[config.mk]
export PLATFORM = sky130hd
export DESIGN_NAME = sha1_message_digest_flat
export DESIGN_NICKNAME = d
export VERILOG_FILES = /design/src/rtl/sha1_pkg.sv /design/src/rtl/sha1_chan_if.sv /design/src/rtl/sha1_ctrl.sv /design/src/rtl/sha1_datapath.sv /design/src/rtl/sha1_message_digest.sv /design/src/flat_wrapper.sv
export VERILOG_INCLUDE_DIRS = /design/src /design/src/rtl
export SDC_FILE = /design/constraint.sdc
export NUM_CORES = 2
export LEC_CHECK = 0
export BUFFER_PORTS_ARGS = -buffer_cell sky130_fd_sc_hd__clkbuf_2
export CORE_MARGIN = 5
export CORE_UTILIZATION = 69
export DETAILED_ROUTE_END_ITERATION = 16
export GPL_ROUTABILITY_DRIVEN = 0
export PLACE_DENSITY = 0.95
export SYNTH_ARGS = -nofsm -noshare
export SYNTH_HDL_FRONTEND = slang
export SYNTH_SLANG_ARGS = --single-unit
[constraint.sdc]
create_clock -name clock -period 61.2 [get_ports clock]
set_input_delay 12.24 -clock clock [delete_from_list [all_inputs] [get_ports clock]]
set_output_delay 12.24 -clock clock [all_outputs]
set_load 0.01 [all_outputs]
[src/rtl/sha1_message_digest_assert.svh]
// Assertion helpers; expect signals named clock and reset in the using scope.
`ifndef SHA1_MESSAGE_DIGEST_ASSERT_SVH
`define SHA1_MESSAGE_DIGEST_ASSERT_SVH

// Same-cycle implication.
`define SHA1_ASSERT_IMP(label, ante, cons, msg) \
   label: assert property (@(posedge clock) disable iff (reset) (ante) |-> (cons)) \
      else $error(msg);

// Next-cycle implication.
`define SHA1_ASSERT_NXT(label, ante, cons, msg) \
   label: assert property (@(posedge clock) disable iff (reset) (ante) |=> (cons)) \
      else $error(msg);

`endif

[src/rtl/sha1_pkg.sv]
package sha1_pkg;

   localparam int unsigned DIGEST_WORDS = 5;
   localparam logic [2:0] LAST_WORD_NUM = 3'd4;
   localparam logic [6:0] LAST_ROUND = 7'd79;
   localparam logic [5:0] LEN_FIELD_POS = 6'd56;
   localparam logic [7:0] PAD_BYTE = 8'h80;

   localparam logic [31:0] H_INIT [DIGEST_WORDS] = '{
      32'h67452301, 32'hEFCDAB89, 32'h98BADCFE, 32'h10325476, 32'hC3D2E1F0
   };

   localparam logic [31:0] K_0 = 32'h5A827999;
   localparam logic [31:0] K_1 = 32'h6ED9EBA1;
   localparam logic [31:0] K_2 = 32'h8F1BBCDC;
   localparam logic [31:0] K_3 = 32'hCA62C1D6;

   typedef struct packed {
      logic [7:0] message_byte;
      logic       byte_present;
      logic       end_of_message;
   } req_payload_type;

   typedef struct packed {
      logic [31:0] digest_word;
      logic [2:0]  word_number;
      logic        last_word;
   } rsp_payload_type;

   typedef enum logic [2:0] {
      ST_IDLE,
      ST_PAD_MARK,
      ST_PAD_ZERO,
      ST_PAD_LEN,
      ST_ROUND,
      ST_ADD,
      ST_EMIT
   } state_type;

   typedef enum logic [1:0] {
      SEL_MSG,
      SEL_MARK,
      SEL_ZERO,
      SEL_LEN
   } byte_sel_type;

   typedef struct packed {
      logic         insert;
      byte_sel_type byte_sel;
      logic         count_bits;
      logic         start_block;
      logic         round_en;
      logic [6:0]   round_num;
      logic         add_en;
      logic         rotate_out;
      logic         restart;
   } cmd_type;

   typedef struct packed {
      logic pos_last;
      logic pos_len_field;
   } status_type;

endpackage

[src/rtl/sha1_chan_if.sv]
interface sha1_chan_if #(
   parameter type payload_type = logic
);
   logic        valid;
   logic        ready;
   payload_type payload;

   modport source (output valid, output payload, input ready);
   modport sink (input valid, input payload, output ready);
endinterface

[src/rtl/sha1_ctrl.sv]
`include "sha1_message_digest_assert.svh"

module sha1_ctrl (
   input  logic                  clock,
   input  logic                  reset,
   input  logic                  req_valid,
   input  logic                  byte_present,
   input  logic                  end_of_message,
   output logic                  req_ready,
   output logic                  rsp_valid,
   input  logic                  rsp_ready,
   output logic [2:0]            word_number,
   output logic                  last_word,
   output sha1_pkg::cmd_type     cmd,
   input  sha1_pkg::status_type  status
);

   sha1_pkg::state_type state_ff, state_in;
   sha1_pkg::state_type ret_ff, ret_in;
   logic [6:0]          round_ff, round_in;
   logic [2:0]          word_ff, word_in;

   // next state
   always_comb begin
      state_in = state_ff;
      ret_in   = ret_ff;
      case (state_ff)
         sha1_pkg::ST_IDLE: begin
            if (req_valid) begin
               if (byte_present && status.pos_last) begin
                  state_in = sha1_pkg::ST_ROUND;
                  ret_in   = end_of_message ? sha1_pkg::ST_PAD_MARK : sha1_pkg::ST_IDLE;
               end else if (end_of_message) begin
                  state_in = sha1_pkg::ST_PAD_MARK;
               end
            end
         end
         sha1_pkg::ST_PAD_MARK: begin
            if (status.pos_last) begin
               state_in = sha1_pkg::ST_ROUND;
               ret_in   = sha1_pkg::ST_PAD_ZERO;
            end else begin
               state_in = sha1_pkg::ST_PAD_ZERO;
            end
         end
         sha1_pkg::ST_PAD_ZERO: begin
            if (status.pos_len_field) begin
               state_in = sha1_pkg::ST_PAD_LEN;
            end else if (status.pos_last) begin
               state_in = sha1_pkg::ST_ROUND;
               ret_in   = sha1_pkg::ST_PAD_ZERO;
            end
         end
         sha1_pkg::ST_PAD_LEN: begin
            // eighth length byte lands on the last slot of the block
            if (status.pos_last) begin
               state_in = sha1_pkg::ST_ROUND;
               ret_in   = sha1_pkg::ST_EMIT;
            end
         end
         sha1_pkg::ST_ROUND: begin
            if (round_ff == sha1_pkg::LAST_ROUND) begin
               state_in = sha1_pkg::ST_ADD;
            end
         end
         sha1_pkg::ST_ADD: begin
            state_in = ret_ff;
         end
         sha1_pkg::ST_EMIT: begin
            if (rsp_ready && word_ff == sha1_pkg::LAST_WORD_NUM) begin
               state_in = sha1_pkg::ST_IDLE;
            end
         end
         default: begin
            state_in = sha1_pkg::ST_IDLE;
         end
      endcase
   end

   // outputs
   always_comb begin
      cmd           = '0;
      cmd.byte_sel  = sha1_pkg::SEL_MSG;
      cmd.round_num = round_ff;
      req_ready     = 1'b0;
      rsp_valid     = 1'b0;
      case (state_ff)
         sha1_pkg::ST_IDLE: begin
            req_ready       = 1'b1;
            cmd.insert      = req_valid && byte_present;
            cmd.count_bits  = req_valid && byte_present;
            cmd.start_block = req_valid && byte_present && status.pos_last;
         end
         sha1_pkg::ST_PAD_MARK: begin
            cmd.insert      = 1'b1;
            cmd.byte_sel    = sha1_pkg::SEL_MARK;
            cmd.start_block = status.pos_last;
         end
         sha1_pkg::ST_PAD_ZERO: begin
            cmd.insert      = !status.pos_len_field;
            cmd.byte_sel    = sha1_pkg::SEL_ZERO;
            cmd.start_block = !status.pos_len_field && status.pos_last;
         end
         sha1_pkg::ST_PAD_LEN: begin
            cmd.insert      = 1'b1;
            cmd.byte_sel    = sha1_pkg::SEL_LEN;
            cmd.start_block = status.pos_last;
         end
         sha1_pkg::ST_ROUND: begin
            cmd.round_en = 1'b1;
         end
         sha1_pkg::ST_ADD: begin
            cmd.add_en = 1'b1;
         end
         sha1_pkg::ST_EMIT: begin
            rsp_valid      = 1'b1;
            cmd.rotate_out = rsp_ready;
            cmd.restart    = rsp_ready && word_ff == sha1_pkg::LAST_WORD_NUM;
         end
         default: begin
            cmd = '0;
         end
      endcase
   end

   always_comb begin
      round_in = (state_ff == sha1_pkg::ST_ROUND) ? round_ff + 7'd1 : 7'd0;
      word_in  = word_ff;
      if (state_ff == sha1_pkg::ST_EMIT && rsp_ready) begin
         word_in = (word_ff == sha1_pkg::LAST_WORD_NUM) ? 3'd0 : word_ff + 3'd1;
      end
   end

   always_ff @(posedge clock) begin
      if (reset) begin
         state_ff <= sha1_pkg::ST_IDLE;
         ret_ff   <= sha1_pkg::ST_IDLE;
         round_ff <= 7'd0;
         word_ff  <= 3'd0;
      end else begin
         state_ff <= state_in;
         ret_ff   <= ret_in;
         round_ff <= round_in;
         word_ff  <= word_in;
      end
   end

   assign word_number = word_ff;
   assign last_word   = (word_ff == sha1_pkg::LAST_WORD_NUM);

   `SHA1_ASSERT_IMP(a_no_overlap, rsp_valid, !req_ready, "input taken while digest pending")
   `SHA1_ASSERT_IMP(a_round_range, state_ff == sha1_pkg::ST_ROUND, round_ff <= sha1_pkg::LAST_ROUND, "round counter past last round")
   `SHA1_ASSERT_NXT(a_round_to_add, state_ff == sha1_pkg::ST_ROUND && round_ff == sha1_pkg::LAST_ROUND, state_ff == sha1_pkg::ST_ADD, "final round not followed by add")
   `SHA1_ASSERT_NXT(a_emit_done, rsp_valid && rsp_ready && last_word, state_ff == sha1_pkg::ST_IDLE && word_ff == 3'd0, "digest end did not return to idle")

endmodule

[src/rtl/sha1_datapath.sv]
module sha1_datapath (
   input  logic                  clock,
   input  logic                  reset,
   input  logic [7:0]            message_byte,
   input  sha1_pkg::cmd_type     cmd,
   output sha1_pkg::status_type  status,
   output logic [31:0]           digest_word
);

   // 64-byte block window, byte 0 in the top bits; during rounds it holds W[t..t+15]
   logic [511:0] blk_ff, blk_in;
   logic [31:0]  h_ff [sha1_pkg::DIGEST_WORDS];
   logic [31:0]  h_in [sha1_pkg::DIGEST_WORDS];
   logic [31:0]  a_ff, b_ff, c_ff, d_ff, e_ff;
   logic [31:0]  a_in, b_in, c_in, d_in, e_in;
   logic [5:0]   pos_ff, pos_in;
   logic [63:0]  count_ff, count_in;

   logic [7:0]   ins_byte;
   logic [31:0]  w0, w2, w8, w13, w_mix, w_new;
   logic [31:0]  f_val, k_val, t_val;

   always_comb begin
      case (cmd.byte_sel)
         sha1_pkg::SEL_MSG:  ins_byte = message_byte;
         sha1_pkg::SEL_MARK: ins_byte = sha1_pkg::PAD_BYTE;
         sha1_pkg::SEL_ZERO: ins_byte = 8'h00;
         sha1_pkg::SEL_LEN:  ins_byte = count_ff[63:56];
         default:            ins_byte = 8'h00;
      endcase
   end

   assign w0    = blk_ff[511:480];
   assign w2    = blk_ff[447:416];
   assign w8    = blk_ff[255:224];
   assign w13   = blk_ff[95:64];
   assign w_mix = w13 ^ w8 ^ w2 ^ w0;
   assign w_new = {w_mix[30:0], w_mix[31]};

   always_comb begin
      if (cmd.round_num < 7'd20) begin
         f_val = (b_ff & c_ff) | (~b_ff & d_ff);
         k_val = sha1_pkg::K_0;
      end else if (cmd.round_num < 7'd40) begin
         f_val = b_ff ^ c_ff ^ d_ff;
         k_val = sha1_pkg::K_1;
      end else if (cmd.round_num < 7'd60) begin
         f_val = (b_ff & c_ff) | (b_ff & d_ff) | (c_ff & d_ff);
         k_val = sha1_pkg::K_2;
      end else begin
         f_val = b_ff ^ c_ff ^ d_ff;
         k_val = sha1_pkg::K_3;
      end
      t_val = {a_ff[26:0], a_ff[31:27]} + f_val + e_ff + k_val + w0;
   end

   always_comb begin
      blk_in = blk_ff;
      if (cmd.insert) begin
         blk_in = {blk_ff[503:0], ins_byte};
      end else if (cmd.round_en) begin
         blk_in = {blk_ff[479:0], w_new};
      end

      a_in = a_ff;
      b_in = b_ff;
      c_in = c_ff;
      d_in = d_ff;
      e_in = e_ff;
      if (cmd.start_block) begin
         a_in = h_ff[0];
         b_in = h_ff[1];
         c_in = h_ff[2];
         d_in = h_ff[3];
         e_in = h_ff[4];
      end else if (cmd.round_en) begin
         a_in = t_val;
         b_in = a_ff;
         c_in = {b_ff[1:0], b_ff[31:2]};
         d_in = c_ff;
         e_in = d_ff;
      end
   end

   always_comb begin
      for (int i = 0; i < sha1_pkg::DIGEST_WORDS; i++) begin
         h_in[i] = h_ff[i];
      end
      pos_in   = pos_ff;
      count_in = count_ff;
      if (cmd.restart) begin
         for (int i = 0; i < sha1_pkg::DIGEST_WORDS; i++) begin
            h_in[i] = sha1_pkg::H_INIT[i];
         end
         pos_in   = 6'd0;
         count_in = 64'd0;
      end else begin
         if (cmd.add_en) begin
            h_in[0] = h_ff[0] + a_ff;
            h_in[1] = h_ff[1] + b_ff;
            h_in[2] = h_ff[2] + c_ff;
            h_in[3] = h_ff[3] + d_ff;
            h_in[4] = h_ff[4] + e_ff;
         end else if (cmd.rotate_out) begin
            for (int i = 0; i < sha1_pkg::DIGEST_WORDS - 1; i++) begin
               h_in[i] = h_ff[i + 1];
            end
            h_in[sha1_pkg::DIGEST_WORDS - 1] = h_ff[0];
         end
         if (cmd.insert) begin
            pos_in = pos_ff + 6'd1;
         end
         if (cmd.count_bits) begin
            count_in = count_ff + 64'd8;
         end else if (cmd.insert && cmd.byte_sel == sha1_pkg::SEL_LEN) begin
            // length goes out big-endian, top byte first
            count_in = {count_ff[55:0], 8'h00};
         end
      end
   end

   always_ff @(posedge clock) begin
      blk_ff <= blk_in;
      a_ff   <= a_in;
      b_ff   <= b_in;
      c_ff   <= c_in;
      d_ff   <= d_in;
      e_ff   <= e_in;
   end

   always_ff @(posedge clock) begin
      if (reset) begin
         for (int i = 0; i < sha1_pkg::DIGEST_WORDS; i++) begin
            h_ff[i] <= sha1_pkg::H_INIT[i];
         end
         pos_ff   <= 6'd0;
         count_ff <= 64'd0;
      end else begin
         for (int i = 0; i < sha1_pkg::DIGEST_WORDS; i++) begin
            h_ff[i] <= h_in[i];
         end
         pos_ff   <= pos_in;
         count_ff <= count_in;
      end
   end

   assign status.pos_last      = (pos_ff == 6'd63);
   assign status.pos_len_field = (pos_ff == sha1_pkg::LEN_FIELD_POS);
   assign digest_word          = h_ff[0];

endmodule

[src/rtl/sha1_message_digest.sv]
// Byte items are taken while idle; a byte that completes a 64-byte block starts a
// compression (80 rounds on the single round unit plus the chaining add) and holds
// off input. End of message: padding loads one byte per cycle outside its one or two
// compressions, plus one pass at the length field, then one digest word per ready cycle.
// Reset (synchronous, active high): initial hash loaded, byte position and bit
// count cleared, idle; the block buffer is not cleared.
module sha1_message_digest (
   input  logic        clock,
   input  logic        reset,
   sha1_chan_if.sink   req_if,
   sha1_chan_if.source rsp_if
);

   sha1_pkg::cmd_type    cmd;
   sha1_pkg::status_type status;
   sha1_pkg::req_payload_type req_payload;
   logic [31:0] digest_word;
   logic [2:0]  word_number;
   logic        last_word;

   assign req_payload = req_if.payload;

   sha1_ctrl u_ctrl (
      .clock          (clock),
      .reset          (reset),
      .req_valid      (req_if.valid),
      .byte_present   (req_payload.byte_present),
      .end_of_message (req_payload.end_of_message),
      .req_ready      (req_if.ready),
      .rsp_valid      (rsp_if.valid),
      .rsp_ready      (rsp_if.ready),
      .word_number    (word_number),
      .last_word      (last_word),
      .cmd            (cmd),
      .status         (status)
   );

   sha1_datapath u_datapath (
      .clock        (clock),
      .reset        (reset),
      .message_byte (req_payload.message_byte),
      .cmd          (cmd),
      .status       (status),
      .digest_word  (digest_word)
   );

   assign rsp_if.payload = '{digest_word: digest_word, word_number: word_number,
                             last_word: last_word};

endmodule

[src/flat_wrapper.sv]
// flat-port wrapper written by rule: the top's interface ports become plain ports
module sha1_message_digest_flat 
  (clock, reset, req_if_valid, req_if_payload, req_if_ready, rsp_if_valid, rsp_if_payload, rsp_if_ready);
  sha1_chan_if #(.payload_type(sha1_pkg::req_payload_type)) req_if_i ();
  sha1_chan_if #(.payload_type(sha1_pkg::rsp_payload_type)) rsp_if_i ();
  input  logic clock;
  input  logic reset;
  input wire logic [$bits(req_if_i.valid)-1:0] req_if_valid;
  input wire logic [$bits(req_if_i.payload)-1:0] req_if_payload;
  output wire logic [$bits(req_if_i.ready)-1:0] req_if_ready;
  output wire logic [$bits(rsp_if_i.valid)-1:0] rsp_if_valid;
  output wire logic [$bits(rsp_if_i.payload)-1:0] rsp_if_payload;
  input wire logic [$bits(rsp_if_i.ready)-1:0] rsp_if_ready;
  assign req_if_i.valid = req_if_valid;
  assign req_if_i.payload = req_if_payload;
  assign req_if_ready = req_if_i.ready;
  assign rsp_if_valid = rsp_if_i.valid;
  assign rsp_if_payload = rsp_if_i.payload;
  assign rsp_if_i.ready = rsp_if_ready;
  sha1_message_digest u_core (.clock(clock), .reset(reset), .req_if(req_if_i), .rsp_if(rsp_if_i));
endmodule
==> qor.txt <==
status - finished with violations
failing checks - DRC
Post-CTS Setup Inserts - 0
Sw Ratio - 34.1%
final worst path period share - 26.6%
# setup viols final - 0
worst skew pair latency - 0.70 ns
mapped cell area - 53,100 um2
Slew headroom - 14.9%
number of enable flip-flop cells after synthesis - 672
layout cell share with drive strength beyond 1 - 4.77%
I/O pins - 52
Netlist cell types - 93
Core Region - 76,100 um2
count leader, synth - nand2_1
Setup crit start kind - input pin
Critical Path Slowest Stage Cell - buf_4
worst slack, placed - 44.41 ns
CTS Sinks - 915
CTS Root Cell - clkbuf_16
area delta synth->final - 7.00%
slew of the pin with the lowest slew margin - 1.27 ns
via count - 46.1k
post-synthesis register bit count - 915
delay-heaviest family, CP - buffers and inverters
RR Startpoint - u_core.u_ctrl.state_ff[1]
Worst Path Arrival - 16.56 ns
drt first-iter violations - 7,870
GR Overflow Total - 0
CP endpoint kind - flop
register area share after synthesis - 47.2%
drt pass-1 iters - 16
average cell area after synthesis - 8.85 um2
Max Buffers Root-to-Sink - 3
Slew Limit Fails - 0
dpl hpwl - 96,800 um
WL final - 152,000 um
Syn Nets - 6,338
r2r setup slk - 54.02 ns
Clock Power Share - 27.6%
final-report hold violation count - 0
die height - 287 um
GRT Util Overall - 35.7%
Buffers on Ports - 51
most frequent CP cell - buf_4
die area - 82,600 um2
first-pass GRT wire length - 236,000 um
largest net degree at the start of global routing - 257
Die X - 287 um
maximum vdd ir drop - 0.0312 mV
DR vias/cell - 6.61
post-cts sizing count - 0
initial core utilization - 69.8%
Final Non-Filler Cells - 6,966
Switch Pwr - 0.000720 W
Int Power - 0.00139 W
CP Class - in -> reg
Worst Hold Launch - u_core.u_ctrl.ret_ff[0]
max cap viols - 0
Power Density - 37.1 nW/um2
Design Area, Final - 56,800 um2
Synth area leaders - edfxtp_1, nand2_1, dfxtp_1
Post-Place Cells - 6,793
WHS Path Cells - 2
Core Rows - 101
Setup TNS - 0 ns
Num CTS Buffers - 95
CP peak stage delay - 0.94 ns
initial antenna violation count - 0
Primary FF master, synth - edfxtp_1
Hold Path End - u_core.u_ctrl.ret_ff[0]
CTS tree - built
P_leak - 23.9 nW
CP bufs+invs - 4
worst r2r dst - u_core.u_datapath.a_ff[30]
Power Total - 0.00211 W
# hold bufs at CTS - 0
worst min path class - reg -> reg
clk slew on worst S/H paths - 0.06 ns
worst path cell trace - clkbuf_2, nand2_1, o21ai_0, o21ai_4, o21ai_4, buf_4, buf_4, buf_4
crit path max fanout - 86
area leader, netlist - edfxtp_1
RSZ-0062 raised after global routing - no
Syn Inst Count - 6,000
placed inst area - 53,700 um2
max frequency - 61.5 MHz
NumNets Final - 6,198
Critical Path RT - 61.49 ns
Reg2Reg Depth - 20
YS warnings - 0
area share of the largest cell type after synthesis - 38.0%
Comb power frac - 26.6%
Fin Clk Skew - 0.0302 ns
Remaining DRCs - 1
most frequent cells after synthesis - nand2_1, edfxtp_1, a21oi_1
async set-reset flop share out of synthesis - 0%
Antenna Violating Nets Remaining - 0
Tmin final - 16.27 ns
Setup WS post-layout - 44.93 ns
vias in the first global route - 44.3k
sequential share of power - 45.8%
drt wl/cell - 21.8 um
ant diodes - 0
H-tree depth reported by CTS - 3
-- worst min-delay path, stage by stage (launching register included) --
cell and delay (ns):
dfxtp_1 0.31, nand2_1 0.06, a21oi_1 0.05
-- area by class of cell --
cell class / count / area [um2]
clock buffer: 131 / 2610
clock inverter: 42 / 474
fill: 4501 / 19300
inverter: 193 / 724
multi-input combinational: 4564 / 26100
sequential: 915 / 25000
tap: 1030 / 1290
timing repair buffer: 91 / 581
-- state kept, by name (all words and copies together), names as in the netlist --
name and cells:
u_core.u_ctrl.round_ff 7, u_core.u_datapath.e_ff 32, u_core.u_datapath.d_ff 32, u_core.u_datapath.a_ff 32
u_core.u_datapath.h_ff 160, u_core.u_datapath.pos_ff 6, u_core.u_ctrl.word_number 3, u_core.u_datapath.blk_ff 512
u_core.u_datapath.count_ff 61, u_core.u_datapath.b_ff 32, u_core.u_ctrl.ret_ff 3, u_core.u_ctrl.state_ff 3
u_core.u_datapath.c_ff 32
-- layout by cell type (no fill, tap or decap), types with 20 or more instances in the layout --
cell type and n:
a211oi_1 30, a21o_1 72, a21oi_1 325, a221oi_1 53, a311oi_1 33, a31oi_1 44, and3_1 29, buf_4 38
clkbuf_1 26, clkbuf_16 95, clkbuf_2 51, dfxtp_1 243, edfxtp_1 672, fa_1 125, ha_1 199, inv_1 193
mux2i_1 48, nand2_1 2316, nand2b_1 30, nand3_1 93, nand4_1 28, nor2_1 250, nor2b_1 23, nor3_1 48
o211ai_1 20, o21a_1 25, o21ai_0 228, xnor2_1 196, xor2_1 69
-- routing by layer --
layer	vias up	wire length [um]	GRT usage (%)	share of wire (%)
li1	20200	-	-	-
met4	0	11400	22.2	7.5
met1	21500	51200	44.2	34
met2	3641	69300	56.6	46
met5	-	0	0	0
met3	792	20000	8.74	13
-- kinds of logic after synthesis --
family / count (synthesis) / synth area share (%)
AND/OR/NAND/NOR: 2911 / 22.0
AO/OA/AOI/OAI: 1016 / 12.2
flip-flops: 915 / 47.2
buffers and inverters: 521 / 3.93
adder cells (fa/ha/maj): 324 / 9.40
XOR/XNOR: 265 / 4.37
multiplexers: 48 / 0.905
-- power by group through the flow --
| stage | clock network (W) | registers (W) | logic [W] |
|---|---|---|---|
| 2_1_floorplan | 0 | 0.00104 | 0.000408 |
| 3_3_place_gp | 0 | 0.000961 | 0.000487 |
| 3_5_place_dp | 0 | 0.000969 | 0.000526 |
| 4_1_cts | 0.000580 | 0.000962 | 0.000548 |
| 5_1_grt | 0.000608 | 0.000975 | 0.000615 |
| 6_report | 0.000582 | 0.000967 | 0.000560 |
-- per-stage QoR --
stage / hold slack [ns] / util, %
after floorplan: 0.413 / -
after global placement: 0.426 / 70.6
after detailed placement: 0.438 / 70.6
after CTS: 0.467 / 74.7
after global routing: 0.474 / 74.7
final: 0.469 / 74.7
-- worst max-delay path by stage --
stage / from / end / depth (start not counted)
after floorplan: u_core.u_ctrl.state_ff[2] / u_core.u_datapath.blk_ff[0] / 3
after global placement: req_if_payload[1] / u_core.u_datapath.blk_ff[266] / 8
after detailed placement: req_if_payload[1] / u_core.u_datapath.blk_ff[266] / 8
after CTS: req_if_payload[1] / u_core.u_datapath.blk_ff[234] / 8
after global routing: req_if_payload[1] / u_core.u_datapath.blk_ff[323] / 8
final: req_if_payload[1] / u_core.u_datapath.blk_ff[226] / 8
Power figures use the tool's default switching activity.
